==> config.mk <==
export PLATFORM = sky130hd
export DESIGN_NAME = lxb_regs
export DESIGN_NICKNAME = d
export VERILOG_FILES = /design/src/hdl/lxb_pkg.sv /design/src/hdl/lxb_regs.sv
export SDC_FILE = /design/constraint.sdc
export NUM_CORES = 1
export LEC_CHECK = 0
export ABC_AREA = 1
export BUFFER_PORTS_ARGS = -buffer_cell sky130_fd_sc_hd__buf_4
export CORE_MARGIN = 5
export CORE_UTILIZATION = 38
export DETAILED_ROUTE_END_ITERATION = 10
export PLACE_DENSITY = 0.72
export SETUP_SLACK_MARGIN = 0.05
export SYNTH_ARGS = -nofsm -noshare
export SYNTH_HDL_FRONTEND = slang
export SYNTH_SLANG_ARGS = --single-unit
==> constraint.sdc <==
create_clock -name clk_i -period 0.8 [get_ports clk_i]
set_input_delay 0.04 -clock clk_i [delete_from_list [all_inputs] [get_ports clk_i]]
set_output_delay 0.04 -clock clk_i [all_outputs]
set_load 0.03 [all_outputs]
==> src/hdl/lxb_pkg.sv <==
// Package with types, codes and constants of the lexer input buffer.
package lxb_pkg;

  localparam int STORE_DEPTH_DEF = 1024;
  localparam int HIST_BINS_DEF   = 128;
  localparam int COUNT_WIDTH_DEF = 16;

  localparam int OP_W     = 4;
  localparam int CHAR_W   = 8;
  localparam int POS_W    = 10;
  localparam int CAP_W    = 11;
  localparam int HCOUNT_W = 16;
  localparam int GM_W     = 2;
  localparam int ADDR_W   = 4;
  localparam int DATA_W   = 32;

  localparam int CAP_RESET  = 256;
  localparam int STEP_RESET = 16;

  typedef enum logic [OP_W-1:0] {
    OP_ADD     = 4'd0,
    OP_GET     = 4'd1,
    OP_RETRACT = 4'd2,
    OP_SETMARK = 4'd3,
    OP_RESTORE = 4'd4,
    OP_RECOVER = 4'd5,
    OP_CLEAR   = 4'd6,
    OP_READAT  = 4'd7,
    OP_HIST    = 4'd8
  } op_e;

  typedef enum logic [GM_W-1:0] {
    GM_FIXED = 2'd0,
    GM_ADD   = 2'd1,
    GM_MUL   = 2'd2
  } gm_e;

  typedef enum logic [1:0] {
    REG_INIT_CAP = 2'd0,
    REG_STEP     = 2'd1,
    REG_MODE     = 2'd2,
    REG_TERM     = 2'd3
  } reg_idx_e;

  typedef struct packed {
    logic [CAP_W-1:0]  init_cap;
    logic [CAP_W-1:0]  growth_step;
    gm_e               growth_mode;
    logic [CHAR_W-1:0] term;
  } cfg_t;

endpackage

==> src/hdl/lxb_regs.sv <==
// APB configuration registers of the lexer input buffer.
module lxb_regs (
  input  logic                        clk_i,
  input  logic                        rst_ni,
  input  logic                        psel,
  input  logic                        penable,
  input  logic                        pwrite,
  input  logic [lxb_pkg::ADDR_W-1:0]  paddr,
  input  logic [lxb_pkg::DATA_W-1:0]  pwdata,
  output logic [lxb_pkg::DATA_W-1:0]  prdata,
  output logic                        pready,
  output lxb_pkg::cfg_t               cfg_o
);

  lxb_pkg::cfg_t    cfg_q;
  lxb_pkg::reg_idx_e idx;
  logic             wr_en;

  assign idx    = lxb_pkg::reg_idx_e'(paddr[3:2]);
  assign wr_en  = psel && penable && pwrite;
  assign pready = 1'b1;
  assign cfg_o  = cfg_q;

  always_ff @(posedge clk_i or negedge rst_ni) begin
    if (!rst_ni) begin
      cfg_q.init_cap    <= lxb_pkg::CAP_W'(lxb_pkg::CAP_RESET);
      cfg_q.growth_step <= lxb_pkg::CAP_W'(lxb_pkg::STEP_RESET);
      cfg_q.growth_mode <= lxb_pkg::GM_FIXED;
      cfg_q.term        <= '0;
    end else if (wr_en) begin
      unique case (idx)
        lxb_pkg::REG_INIT_CAP: cfg_q.init_cap    <= pwdata[lxb_pkg::CAP_W-1:0];
        lxb_pkg::REG_STEP:     cfg_q.growth_step <= pwdata[lxb_pkg::CAP_W-1:0];
        lxb_pkg::REG_MODE:     cfg_q.growth_mode <= lxb_pkg::gm_e'(pwdata[lxb_pkg::GM_W-1:0]);
        lxb_pkg::REG_TERM:     cfg_q.term        <= pwdata[lxb_pkg::CHAR_W-1:0];
      endcase
    end
  end

  always_comb begin
    unique case (idx)
      lxb_pkg::REG_INIT_CAP: prdata = lxb_pkg::DATA_W'(cfg_q.init_cap);
      lxb_pkg::REG_STEP:     prdata = lxb_pkg::DATA_W'(cfg_q.growth_step);
      lxb_pkg::REG_MODE:     prdata = lxb_pkg::DATA_W'(cfg_q.growth_mode);
      lxb_pkg::REG_TERM:     prdata = lxb_pkg::DATA_W'(cfg_q.term);
    endcase
  end

endmodule

* After elaboration in Yosys (flattened, before gate mapping)
Cells that the tools add are included.
** Word-level totals
- Memories :: 0
- RAM bits :: 0
- Bits in read-only memories :: 0
- Bits in latches :: 0
- Bits in registers :: 32
- Output and inout port bits :: 65
** Operators by class
- Divide/modulo/power cells :: 0
- Reduce and logical (&&, ||, !) cells :: 7
- Bitwise logic cells :: 0
- Eq/ne operators :: 3
- Shifts and indexed selects :: 0
- Add/sub/neg operators :: 0
- Muxes and demuxes :: 1
- Multiply operators :: 0
- $lt $le $gt $ge :: 0
** Operators with widths (number)
- one-hot mux 32 bit (4 select lines) :: 1
- AND reduction 2 bit :: 4
- equality test 2 bit (second input constant) :: 2
- equality test 2 x 1 -> 1 bit (second input constant) :: 1
- logical AND 1 bit :: 2
- zero test 2 bit :: 1

* Longest topological paths before layout
- Word-level depth :: 3
- Mapped depth :: 8
- Mapped depth without buffers :: 6

* Least setup slack after synthesis
Ideal clock, no wire load.
- Path kind :: register to output
- From :: reg cfg_q, in the netlist cfg_o[0]
- To :: out prdata[0] (netlist bit)
- Stages on the path, launching flop included :: 3
- Arrival time :: 925 ps
- Buffers on the path :: 0
- Setup slack :: -165 ps
- Data required time :: 760 ps
- Cell sequence :: dfrtp_1 > nand3_1 > nand4_1
** On the way
- Word-level cells in the longest chain between the ends :: 1
** RTL lines
- from (decl) :: RTL line lxb_regs.sv:15 : lxb_pkg::cfg_t cfg_q;
- one-hot mux 32 bit (4 select lines) :: RTL line lxb_regs.sv:41 : unique case (idx)
- to (decl) :: RTL line lxb_regs.sv:10 : output logic [lxb_pkg::DATA_W-1:0] prdata,
No other way between the ends. The select of a mux whose other input is x is not followed.

* Final worst setup path
- From :: reg cfg_q, in the netlist cfg_o[1]
- To :: out prdata[1] (netlist bit)
The elaborated chain is that of the path after synthesis.

==> qor_table.md <==
| Group | Parameter | Value |
|---|---|---|
| cells and area | Core utilization of the finished layout | 73.1% |
| logic synthesis | Cell count after synthesis | 222 |
| global routing | First-pass GRT wire length | 9.00 mm |
| place | Number of port buffers | 60 |
| cells and area | Fraction of layout instances using a drive strength above 1 | 60.5% |
| drt | Routed wire length | 5.84 mm |
| timing | Period Utilization, post-route | 142% |
| global routing | Antenna violations before repair | 0 |
| cells and area | Area delta synth->final | 86.8% |
| cts | CTS H-Tree Depth | 2 |
| logic synthesis | Cell area after synthesis | 0.00169 mm2 |
| floorplanning | Full die area | 0.00589 mm2 |
| timing | Final hold viol count | 0 |
| outcome | Result of the run | complete, but fails checks |
| cts | TritonCTS buffer count | 5 |
| drt | Routed length per instance | 14.8 um |
| cells and area | Number of flip-flops under the largest register name | 32 |
| cts | Root Buffer Master | sky130_fd_sc_hd__clkbuf_8 |
| cells and area | Antenna Diode Count | 0 |
| cells and area | Commonest non-fill, non-tap cells in the layout | sky130_fd_sc_hd__nand2_1 (91), sky130_fd_sc_hd__buf_6 (67), sky130_fd_sc_hd__buf_4 (44) |
| floorplanning | I/O pin count | 106 |
| setup path | Category of the critical setup timing path | register to primary output |
| place | Placed cell area | 0.00245 mm2 |
| cts | Worst-skew pair later-pin latency | 290 ps |
| drt | Remaining antenna violation count after routing | 0 |
| setup path | Critical path destination | prdata[1] |
| cts | CTS tree | done |
| drt | Vias per Instance | 4.63 |
| floorplanning | Initial core utilization | 39.1% |
| setup path | Reg2Reg Capture Point | cfg_o[0] |
| power | Total Power | 7.37 mW |
| cells and area | Most frequent standard cell in the layout excluding fill and tap cells | sky130_fd_sc_hd__nand2_1 |
| logic synthesis | Post-synthesis register bit count | 32 |
| power | Worst supply voltage drop on vdd | 1.40 mV |
| outcome | Failing checks | setup timing |
| floorplanning | Core region area | 0.00432 mm2 |
| timing | Final critical-path required period | 1140 ps |
| cts | Clk slew on worst S/H paths | 70 ps |
| drt | DRC errors left | 0 |
| place | RePlAce Congestion | 0.810 |
| logic synthesis | Sequential fraction of the synthesis area | 47.5% |
| cts | Clock sinks | 32 |
| setup path | Critical path launch point | cfg_o[1] |
| setup path | Worst Reg2Reg Path Length in Cells | 4 |
| job | Max-capacitance violation count | 0 |
| timing | Achievable frequency | 881 MHz |
| place | Inst Count DP | 351 |
| global routing | Total congestion overflow after global routing | 0 |
| logic synthesis | Unique masters post-synth | 17 |
| drt | Number of vias after detailed routing | 1834 |
| logic synthesis | Ys Warns | 0 |
| setup path | R2r startpoint | cfg_o[0] |
| place | Hpwl dp | 3.76 mm |
| timing | Final max-slew violation count | 0 |
| floorplanning | X dimension of the die | 76.7 um |
| global routing | Via count of the first global-routing pass | 1842 |
| timing | Setup ws final | -336 ps |
| global routing | Global-route usage over all layers | 19.1% |
| floorplanning | Number of placement rows | 24 |
| timing | Setup skew after layout | 0 ps |
| setup path | Reg2Reg Setup Slack | -60 ps |
| setup path | Startpoint types | register |
| timing | Setup violators final | 51 |
| worst hold path | Hold path start | paddr[2] |
| cells and area | Post-route design area | 0.00316 mm2 |
| setup path | Kind of end point of the critical path | primary output |
| setup path | Maximum fanout along the worst path | 2 |
| setup path | Crit path required time | 760 ps |
| power | Areal power density over the cells | 2330 mW/mm2 |
| floorplanning | Overall die height | 76.7 um |
| cells and area | Net count, final | 384 |
| global routing | Largest net degree at the start of global routing | 33 |
| drt | Number of detailed-route iterations in the first pass | 4 |
| setup path | Data arrival, critical path | 1100 ps |
| logic synthesis | Average cell area after synthesis | 7.63 um2 |
| drt | Initial drt markers | 133 |
| cts | Clock Tree Buf Depth | 2 |
| timing | Setup repair after global routing missed its margin | true |
| worst hold path | Kind of path behind the tightest hold check | primary input to register |
| power | Cell leakage power | 1.64 nW |
| cells and area | Post-route insts no fill | 396 |
## cells in the mapped netlist, drive strengths merged
master	number	share of area [%]
nand2	129	29
dfrtp	30	44
buf	29	13
nand3	15	4.4
inv	6	1.6
nor2	5	2.1
conb	2	0.44
dfstp	2	3.1
nand4	2	0.74
o21ai	2	0.59
## power by group
part / internal, mW / switching (mW)
sequential: 2.02 / 0.322
combinational: 1.78 / 1.91
clock: 0.699 / 0.645
total: 4.50 / 2.87
## worst min-delay path by stage
stage | end | slack [ps] | depth (start not counted)
6_report | cfg_o[9] | 240 | 5
5_1_grt | cfg_o[9] | 270 | 5
4_1_cts | cfg_o[8] | 190 | 5
3_5_place_dp | cfg_o[1] | 8 | 1
3_3_place_gp | cfg_o[9] | 4 | 1
2_1_floorplan | cfg_o[0] | -260 | 0
## repair_timing
item                                   in CTS  in global routing
pin swaps                                   7                 17
gates resized for setup                    57                 36
buffers inserted                           19                  8
endpoints found under the hold margin      59                  0
setup endpoints to repair                  44                 63
hold buffers                               12                  0
## stage by stage
stage	hold slack (ps)	setup TNS (ps)	setup WS (ps)
after detailed placement	7.51	-3490	-149
after floorplan	-256	-404	-92.6
after global routing	268	-10300	-363
after CTS	195	-8890	-343
after global placement	3.57	-2710	-124
final	244	-9120	-336
## routing by layer
layer / routed length (um) / GRT usage (%)
met1: 2190 / 21.0
met2: 3130 / 34.7
met3: 390 / 3.86
met4: 130 / 8.92
met5: 0 / 0
## critical path, stage by stage, from the launching register on
cell,delay [ps]
sky130_fd_sc_hd__dfrtp_2,430
sky130_fd_sc_hd__nand3_2,70
sky130_fd_sc_hd__nand4_1,130
sky130_fd_sc_hd__buf_6,170
## layout make-up
class	count	area, um2
Clock inverter	1	7.51
Sequential cell	32	837
Tap cell	52	65.1
Multi-Input combinational cell	175	933
Inverter	6	27.5
Clock buffer	7	86.3
Timing Repair Buffer	123	1200
Fill cell	332	1160
## logic make-up after synthesis
kind of cell,synth area share [%]
simple gates,36.7
buf+inv,14.9
flops,47.5
compound gates,0.591
other cells,0.444
Power figures use the tool's default switching activity.
